===== config.mk =====
export PLATFORM = sky130hd
export DESIGN_NAME = multichannel_length_prefix_deframer_top
export DESIGN_NICKNAME = d
export VERILOG_FILES = /design/src/mlpd_pkg.sv /design/src/multichannel_length_prefix_deframer_top.sv
export SDC_FILE = /design/constraint.sdc
export NUM_CORES = 2
export LEC_CHECK = 0
export CAP_MARGIN = 20
export CORE_ASPECT_RATIO = 0.5
export CORE_MARGIN = 2
export CORE_UTILIZATION = 60
export DETAILED_ROUTE_END_ITERATION = 8
export DONT_BUFFER_PORTS = 1
export GPL_TIMING_DRIVEN = 0
export PLACE_DENSITY = 0.76
export SYNTH_ARGS = -nofsm -noshare
export SYNTH_HDL_FRONTEND = slang
export SYNTH_SLANG_ARGS = --single-unit

===== constraint.sdc =====
create_clock -name clk -period 12.05 [get_ports clk]
set_input_delay 0.6025 -clock clk [delete_from_list [all_inputs] [get_ports clk]]
set_output_delay 0.6025 -clock clk [all_outputs]
set_load 0.02 [all_outputs]

===== src/mlpd_pkg.sv =====
// ----------------------------------------------------------------------------
// mlpd_pkg
// Shared constants and types for the multichannel length-prefix deframer.
// ----------------------------------------------------------------------------
package mlpd_pkg;

  localparam int CHAN_W   = 6;
  localparam int CHANNELS = 1 << CHAN_W;
  localparam int LEN_W    = 32;
  localparam int ADDR_W   = 3;

  localparam logic OP_DATA  = 1'b0;
  localparam logic OP_CLEAR = 1'b1;

  localparam logic [1:0] PH_HEADER  = 2'd0;
  localparam logic [1:0] PH_PAYLOAD = 2'd1;
  localparam logic [1:0] PH_ERROR   = 2'd2;

  localparam logic [1:0] KIND_BYTE      = 2'd0;
  localparam logic [1:0] KIND_EMPTY     = 2'd1;
  localparam logic [1:0] KIND_TOO_LARGE = 2'd2;

  localparam logic [ADDR_W-1:0] REG_MAX_FRAME_LENGTH = 3'd0;
  localparam logic [LEN_W-1:0]  MAX_LEN_RESET        = 32'd65536;

  // Per-channel deframing state as kept in the state memory.
  typedef struct packed {
    logic [1:0]       phase;
    logic [1:0]       hdr_count;
    logic [LEN_W-1:0] length;
  } chan_state_t;

endpackage


===== src/multichannel_length_prefix_deframer_top.sv =====
// ----------------------------------------------------------------------------
// multichannel_length_prefix_deframer_top
// Per-channel 32-bit big-endian length-prefix deframer with state in memory.
// ----------------------------------------------------------------------------
// A result is loaded into the output register when the update stage advances
// after its input transaction is accepted (memory read at accept, then update).
// Throughput: one byte per cycle on any mix of channels unless out_stall holds
// a result; same-channel back-to-back bytes forward the state being written back.
// Reset: rst clears every channel's state at once through per-entry valid
// bits and sets max_frame_length to 65536; no clearing pass is needed.
module multichannel_length_prefix_deframer_top (
  input  logic                          clk,
  input  logic                          rst,
  input  logic                          psel,
  input  logic                          penable,
  input  logic                          pwrite,
  input  logic [mlpd_pkg::ADDR_W-1:0]   paddr,
  input  logic [31:0]                   pwdata,
  output logic [31:0]                   prdata,
  output logic                          pready,
  input  logic                          in_valid,
  output logic                          in_stall,
  input  logic                          opcode,
  input  logic [mlpd_pkg::CHAN_W-1:0]   channel,
  input  logic [7:0]                    data_byte,
  output logic                          out_valid,
  input  logic                          out_stall,
  output logic [mlpd_pkg::CHAN_W-1:0]   out_channel,
  output logic [1:0]                    kind,
  output logic [7:0]                    payload_byte,
  output logic                          last_of_frame
);
  import mlpd_pkg::*;

  logic [LEN_W-1:0] max_frame_length;

  chan_state_t      state_mem [CHANNELS];
  logic [CHANNELS-1:0] entry_valid;
  chan_state_t      mem_rd;

  logic              s1_valid;
  logic              s1_opcode;
  logic [CHAN_W-1:0] s1_channel;
  logic [7:0]        s1_byte;
  logic              s1_fwd;
  chan_state_t       s1_fwd_state;
  logic              s1_entry_valid;

  chan_state_t       cur;
  chan_state_t       state_next;
  logic              has_result;
  logic [1:0]        res_kind;
  logic [7:0]        res_byte;
  logic              res_last;
  logic              s1_adv;
  logic              in_accept;
  logic [LEN_W-1:0]  hdr_len;
  logic [2:0]        hdr_cnt;

  // Configuration port.
  assign pready = 1'b1;
  assign prdata = (paddr == REG_MAX_FRAME_LENGTH) ? max_frame_length : 32'd0;

  always_ff @(posedge clk) begin
    if (rst) begin
      max_frame_length <= MAX_LEN_RESET;
    end else if (psel && penable && pwrite && pready &&
                 paddr[ADDR_W-1:2] == REG_MAX_FRAME_LENGTH[ADDR_W-1:2]) begin
      max_frame_length <= pwdata;
    end
  end

  // Handshake of the update stage.
  assign s1_adv    = s1_valid && (!has_result || !out_valid || !out_stall);
  assign in_stall  = s1_valid && !s1_adv;
  assign in_accept = in_valid && !in_stall;

  // State memory: synchronous read at accept, write-back from the update stage.
  always_ff @(posedge clk) begin
    if (in_accept) begin
      mem_rd <= state_mem[channel];
    end
    if (s1_adv) begin
      state_mem[s1_channel] <= state_next;
    end
  end

  always_ff @(posedge clk) begin
    if (rst) begin
      entry_valid <= '0;
    end else if (s1_adv) begin
      entry_valid[s1_channel] <= 1'b1;
    end
  end

  always_ff @(posedge clk) begin
    if (rst) begin
      s1_valid <= 1'b0;
    end else if (in_accept) begin
      s1_valid <= 1'b1;
    end else if (s1_adv) begin
      s1_valid <= 1'b0;
    end
  end

  // The memory read misses a write-back to the same channel in the same
  // cycle, so that value is captured and used in place of the read data.
  always_ff @(posedge clk) begin
    if (in_accept) begin
      s1_opcode      <= opcode;
      s1_channel     <= channel;
      s1_byte        <= data_byte;
      s1_fwd         <= s1_adv && (s1_channel == channel);
      s1_fwd_state   <= state_next;
      s1_entry_valid <= entry_valid[channel];
    end
  end

  always_comb begin
    if (s1_fwd) begin
      cur = s1_fwd_state;
    end else if (s1_entry_valid) begin
      cur = mem_rd;
    end else begin
      cur = '0;
    end
  end

  assign hdr_len = {cur.length[LEN_W-9:0], s1_byte};
  assign hdr_cnt = {1'b0, cur.hdr_count} + 3'd1;

  always_comb begin
    state_next = cur;
    has_result = 1'b0;
    res_kind   = KIND_BYTE;
    res_byte   = 8'd0;
    res_last   = 1'b0;
    if (s1_opcode == OP_CLEAR) begin
      state_next = '0;
    end else begin
      case (cur.phase)
        PH_HEADER: begin
          if (hdr_cnt < 3'd4) begin
            state_next.length    = hdr_len;
            state_next.hdr_count = hdr_cnt[1:0];
          end else begin
            state_next.hdr_count = 2'd0;
            if (hdr_len == '0) begin
              state_next.length = '0;
              has_result        = 1'b1;
              res_kind          = KIND_EMPTY;
            end else if (hdr_len > max_frame_length) begin
              state_next.length = '0;
              state_next.phase  = PH_ERROR;
              has_result        = 1'b1;
              res_kind          = KIND_TOO_LARGE;
            end else begin
              state_next.length = hdr_len;
              state_next.phase  = PH_PAYLOAD;
            end
          end
        end
        PH_PAYLOAD: begin
          has_result = 1'b1;
          res_kind   = KIND_BYTE;
          res_byte   = s1_byte;
          if (cur.length <= 32'd1) begin
            state_next = '0;
            res_last   = 1'b1;
          end else begin
            state_next.length = cur.length - 32'd1;
          end
        end
        default: begin
          // Error phase and the unused code drop bytes silently.
          state_next = cur;
        end
      endcase
    end
  end

  // Output register.
  always_ff @(posedge clk) begin
    if (rst) begin
      out_valid <= 1'b0;
    end else if (s1_adv && has_result) begin
      out_valid <= 1'b1;
    end else if (!out_stall) begin
      out_valid <= 1'b0;
    end
  end

  always_ff @(posedge clk) begin
    if (s1_adv && has_result) begin
      out_channel   <= s1_channel;
      kind          <= res_kind;
      payload_byte  <= res_byte;
      last_of_frame <= res_last;
    end
  end

endmodule


After elaboration in Yosys (flattened, before gate mapping)
Memory sizes are Yosys's and may differ from the RTL's. A register that Yosys moved wholly into a read port is not among the register bits.
Cells that the tools add are included.
Operators by class
  $add $sub $neg: 2
  multipliers: 0
  div/mod/pow operators: 0
  $lt $le $gt $ge: 6
  equality and inequality tests: 3
  shift operators: 0
  mux-type cells: 31
  bitwise logic cells: 4
  reduce and logical (&&, ||, !) cells: 23
Operators with widths (number)
  32-bit 2-to-1 mux: 4
  36-bit 2-to-1 mux: 3
  36-bit case mux with 2 select lines: 1
  64-bit bitwise OR: 1
  34-bit 2-to-1 mux: 1
  32-bit > comparator: 1
  32-bit by 1-bit <= comparator with 1-bit output, second input constant: 1
  32-bit logical NOT: 1
  32-bit by 1-bit subtractor with 32-bit output, second input constant: 1
  6-bit by 7-bit < comparator with 1-bit output, second input constant: 2
  1-bit 2-to-1 mux: 14
  1-bit logical AND: 9
  2-bit 2-to-1 mux: 4
  1-bit binary-select mux with 6-bit select: 1
  1-bit demux with 6-bit select: 1
  6-bit == test: 1
  6-bit by 1-bit >= comparator with 1-bit output, second input constant: 1
  1-bit logical NOT: 5
  4-bit 2-to-1 mux: 1
  4-bit OR reduction: 1
  2-bit by 1-bit adder with 3-bit output, second input constant: 1
  3-bit logical NOT: 1
  3-bit < comparator, second input constant: 1
  1-bit NOT: 3
  8 further kinds: 9
Word-level totals
  register bits after elaboration: 168
  latch bits: 0
  bits in writable memories: 2304
  bits in read-only memories: 0
  input port bits: 57
  memories: 1
Memory list
  state_mem: depth 64, width 36, rd ports 1, clocked after memory_dff 1, wr ports 1, line multichannel_length_prefix_deframer_top.sv:37  | chan_state_t state_mem [CHANNELS];

Depth between registers and ports, before layout
  depth in word-level cells: 17
  mapped depth: 17
  gate-level depth less buffers: 12

Least setup slack after synthesis
No wires, ideal clock.
  kind: reg2reg
  start: reg s1_fwd
  end: reg s1_fwd_state[29] (netlist name), data pin
  library setup time: 1.301 ns
  arrival: 9.278 ns
  required time: 10.749 ns
  path slack: 1.471 ns
  cell stages (with the launch flop): 17
  path buffers: 5
  period minus slack after synthesis: 10.579 ns
  cells stage by stage: edfxtp_1 nor2b_1 buf_2 buf_2 buf_1 buf_1 a22oi_1 inv_1 ha_1 nand4_1 nor4_1 a21boi_0 or4b_1 o2111ai_2 nand2_4 buf_4 a2111oi_0
RTL lines
  start, declared: line multichannel_length_prefix_deframer_top.sv:45  | logic s1_fwd;
  start signal, assigned: line multichannel_length_prefix_deframer_top.sv:113  | s1_fwd <= s1_adv && (s1_channel == channel);
  end signal, assigned: line multichannel_length_prefix_deframer_top.sv:114  | s1_fwd_state <= state_next;
  end, declared: line multichannel_length_prefix_deframer_top.sv:46  | chan_state_t s1_fwd_state;

==> impl_results.md <==
* Per-cell routed wire length at roughly 44 µm
* Actual transition at the worst max-transition pin at ~1.4 ns
* Most frequent cell on the critical path: sky130_fd_sc_hd__buf_2
* Final-layout setup total negative slack at 0 ns
* Synthesized area at 97800 µm²
* Std-Cell Rows at 104
* Detailed placement HPWL at between 150000 and 200000 µm
* Final weighted congestion in routability-driven placement at 0.910
* Sum of overflow across all layers after global routing at 0
* Kind of launch point of the worst setup path: flip-flop
* Max-slew headroom at 4.55%
* Most frequent standard cell in the layout excluding fill and tap cells: sky130_fd_sc_hd__edfxtp_1
* Number of storage elements in the synthesis netlist at approximately 2500
* Via total after detailed routing at between 50000 and 60000
* Total Die Area at 166000 µm²
* Top library cells by usage in the layout, fill and taps aside: sky130_fd_sc_hd__edfxtp_1, sky130_fd_sc_hd__mux4_2, sky130_fd_sc_hd__clkbuf_16, sky130_fd_sc_hd__clkbuf_1, sky130_fd_sc_hd__nand2_1
* Number of sinks handled by clock tree synthesis at 2508
* Post-route ant nets at 0
* DRT Pass-1 Iters at 9
* Sequential element share of the synthesized area at 76.0%
* Overall routed net length at 316000 µm
* Synthesized net count at 4517
* Final number of hold-violating endpoints at 0
* Master of the slowest instance on the critical path: sky130_fd_sc_hd__edfxtp_1
* Violated checks: design-rule violations
* Clock transition time at the flip-flop clock pins of the worst setup and hold paths at around 0.070 ns
* Required time of the critical path at 12.72 ns
* Worst Path Arrival at 8.13 ns
* Final Total Pwr at 18.0 mW
* Share of the clock period used by the worst path after layout at 61.9%
* Number of max-slew violations in the final report at 0
* Run status: complete, but fails checks
* Max Freq at 0.134 GHz
* Wire length of the first global-routing pass at 424000 µm
* Post-CTS Setup Inserts at 0
* Shortest period the worst path allows at 7.46 ns
* Horiz. Die Dim at between 500 and 600 µm
* Cells traversed along the worst timing path: clkbuf_1, buf_2, buf_2, buf_2, buf_1, a22oi_1, inv_1, ha_1, nand4_1, nor4_1, a21boi_0, or4b_1, o2111ai_2, nand2_4, buf_4, a2111oi_2, buf_4, buf_4, buf_2, buf_2, buf_2, buf_2
* Dominant register cell in the synthesized netlist: sky130_fd_sc_hd__edfxtp_1
* Kind of critical path: flip-flop to flip-flop
* Post-synthesis async set-or-reset flop share at 0%
* Insertion delay to the later sink of the worst-skew pair at 0.87 ns
* Worst hold path class: input port to flip-flop
* Total global routing track utilization at 37.7%
* CP endpoint kind: flip-flop
* # nets final at 4987
* Number of buffer cells added on primary ports at 0
* Layout cell share with drive strength beyond 1 at 28.1%
* Post-synthesis instance total at 4425
* Cell Area, Placed at 105000 µm²
* Count of H-tree levels built during CTS at 4
* Count of cell types in the netlist at 67
* Critical path's top delay family: buffers and inverters
* Final standard cell utilization of the core at between 60% and 70%
* Area Overhead vs Synth at 14.8%
* Vias in the first global route at 53200
* Post-route clock skew at 0.0564 ns
* Post-Layout Inst Area at about 110000 µm²
* Worst path bufs/invs at 13
* Maximum vdd ir drop at approximately 0.14 mV
* Detailed-route DRC error count at 310
* Via/cell ratio at 7.61
* Clock root cell: sky130_fd_sc_hd__clkbuf_16
* DR iter-0 viols at 11600
* Number of maximum-capacitance violations at 0
* Initial antenna violation count at 28
* Maximum buffer depth of the clock tree at 3
* Worst-case hold slack at 0.0387 ns
* Num CTS Buffers at 201
* Power per standard cell area at 161 nW/µm²
* Die height at roughly 290 µm
* Number of top-level pins at 109
* Unrepaired setup endpoints after global routing: false
* Number of enable flip-flop cells after synthesis at 2410
* Count of endpoints failing setup in the final report at 0
* Delay contributed by the slowest stage of the critical path at 0.62 ns
* Warnings, synthesis at 0
* Area of the placeable core at approximately 160000 µm²
* Average footprint of a synthesized cell at 22.1 µm²
* Largest net degree at the start of global routing at 66
* Maximum fanout along the worst path at 15
* TritonCTS clock tree: done
* Initial Util at 60.6%
* Leakage power at 35.1 nW
==> timing repair <==
item | in CTS | in global routing
resized for setup | 0 | 0
endpoints found under the hold margin | 49 | 0
hold buffers | 49 | 0
==> registers in the layout (all words and copies together), names as in the netlist <==
signal and cells:
state_mem 2304, entry_valid 64, mem_rd 36, s1_fwd_state 36, max_frame_length 32, payload_byte 8
s1_byte 8, out_channel 6, s1_channel 6, kind 2, last_of_frame 1, out_valid 1
s1_entry_valid 1, s1_fwd 1, s1_opcode 1, s1_valid 1
==> metal layers <==
| metal | track usage [%] | part of all wire [%] | up-vias |
|---|---|---|---|
| met1 | 48.6 | 32 | 28200 |
| met3 | 16.7 | 18 | 1330 |
| met5 | 0.970 | 0.14 | - |
| met4 | 17.9 | 6.4 | 24 |
| met2 | 55.5 | 44 | 6022 |
| li1 | - | - | 19700 |
==> logic make-up after synthesis <==
family	synth area share, %
xor gates and xnor gates	0.0806
muxes	17.9
and+or+nand+nor	2.14
DFF	76.0
AOI/OAI and AO/OA	1.92
adders and majority gates	0.448
buffers and inverters	1.44
other	0.00384
==> worst reg2reg max path: stages (launching register included) <==
cell and delay, ns:
sky130_fd_sc_hd__edfxtp_1 0.62, sky130_fd_sc_hd__clkbuf_1 0.46, sky130_fd_sc_hd__buf_2 0.32, sky130_fd_sc_hd__buf_2 0.27, sky130_fd_sc_hd__buf_2 0.26, sky130_fd_sc_hd__buf_1 0.40
sky130_fd_sc_hd__a22oi_1 0.32, sky130_fd_sc_hd__inv_1 0.17, sky130_fd_sc_hd__ha_1 0.25, sky130_fd_sc_hd__nand4_1 0.18, sky130_fd_sc_hd__nor4_1 0.13, sky130_fd_sc_hd__a21boi_0 0.15
sky130_fd_sc_hd__or4b_1 0.61, sky130_fd_sc_hd__o2111ai_2 0.56, sky130_fd_sc_hd__nand2_4 0.21, sky130_fd_sc_hd__buf_4 0.26, sky130_fd_sc_hd__a2111oi_2 0.33, sky130_fd_sc_hd__buf_4 0.26
sky130_fd_sc_hd__buf_4 0.24, sky130_fd_sc_hd__buf_2 0.35, sky130_fd_sc_hd__buf_2 0.33, sky130_fd_sc_hd__buf_2 0.30, sky130_fd_sc_hd__buf_2 0.29
==> cell type report <==
class / instances / area [µm²]
inverter: 112 / 420
multi-input combinational: 1554 / 22800
fill: 8846 / 49100
sequential: 2508 / 74300
clock buffer: 259 / 5380
tap: 2173 / 2720
buffer: 251 / 990
clock inverter: 114 / 1250
timing repair buffer: 267 / 4250
antenna: 22 / 55.1
==> final timing paths <==
kind / from / endpoint / slack, ns / cells past startpoint
max: s1_fwd / state_mem[63][29] / 4.59 / 22
min: rst / entry_valid[13] / 0.04 / 3
max reg2reg: s1_fwd / state_mem[63][29] / 4.59 / 22
min reg2reg: entry_valid[50] / entry_valid[50] / 0.48 / 2
==> synth_stat cells (16+ instances only) <==
library cell / instances / area, µm²
sky130_fd_sc_hd__and2_1: 37 / 231
sky130_fd_sc_hd__a21oi_1: 70 / 350
sky130_fd_sc_hd__nor4_1: 16 / 100
sky130_fd_sc_hd__nor2_1: 110 / 413
sky130_fd_sc_hd__nand3_1: 32 / 160
sky130_fd_sc_hd__a22o_1: 23 / 201
sky130_fd_sc_hd__o22ai_1: 67 / 419
sky130_fd_sc_hd__clkbuf_1: 148 / 556
sky130_fd_sc_hd__inv_1: 112 / 420
sky130_fd_sc_hd__dfxtp_1: 98 / 1960
sky130_fd_sc_hd__mux4_2: 768 / 17300
sky130_fd_sc_hd__a22oi_1: 21 / 158
sky130_fd_sc_hd__ha_1: 35 / 438
sky130_fd_sc_hd__nor3_1: 16 / 80.1
sky130_fd_sc_hd__edfxtp_1: 2410 / 72400
sky130_fd_sc_hd__buf_2: 26 / 130
sky130_fd_sc_hd__o21ai_0: 49 / 245
sky130_fd_sc_hd__buf_1: 74 / 278
sky130_fd_sc_hd__nand2_1: 126 / 473
sky130_fd_sc_hd__nand4_1: 29 / 181
==> metrics by stage <==
step,std cells,setup WS [ns]
finish,7260,4.59
global placement,6598,-7.95
detailed placement,6779,4.95
global route,7246,4.35
CTS,7201,4.88
floorplan,4425,1.47
==> report_power, final <==
group	internal, mW	switching [mW]
sequential	9.69	0.0363
combinational	0.465	0.939
clock	3.67	3.22
No activity file was read; power rests on OpenSTA's default activity.
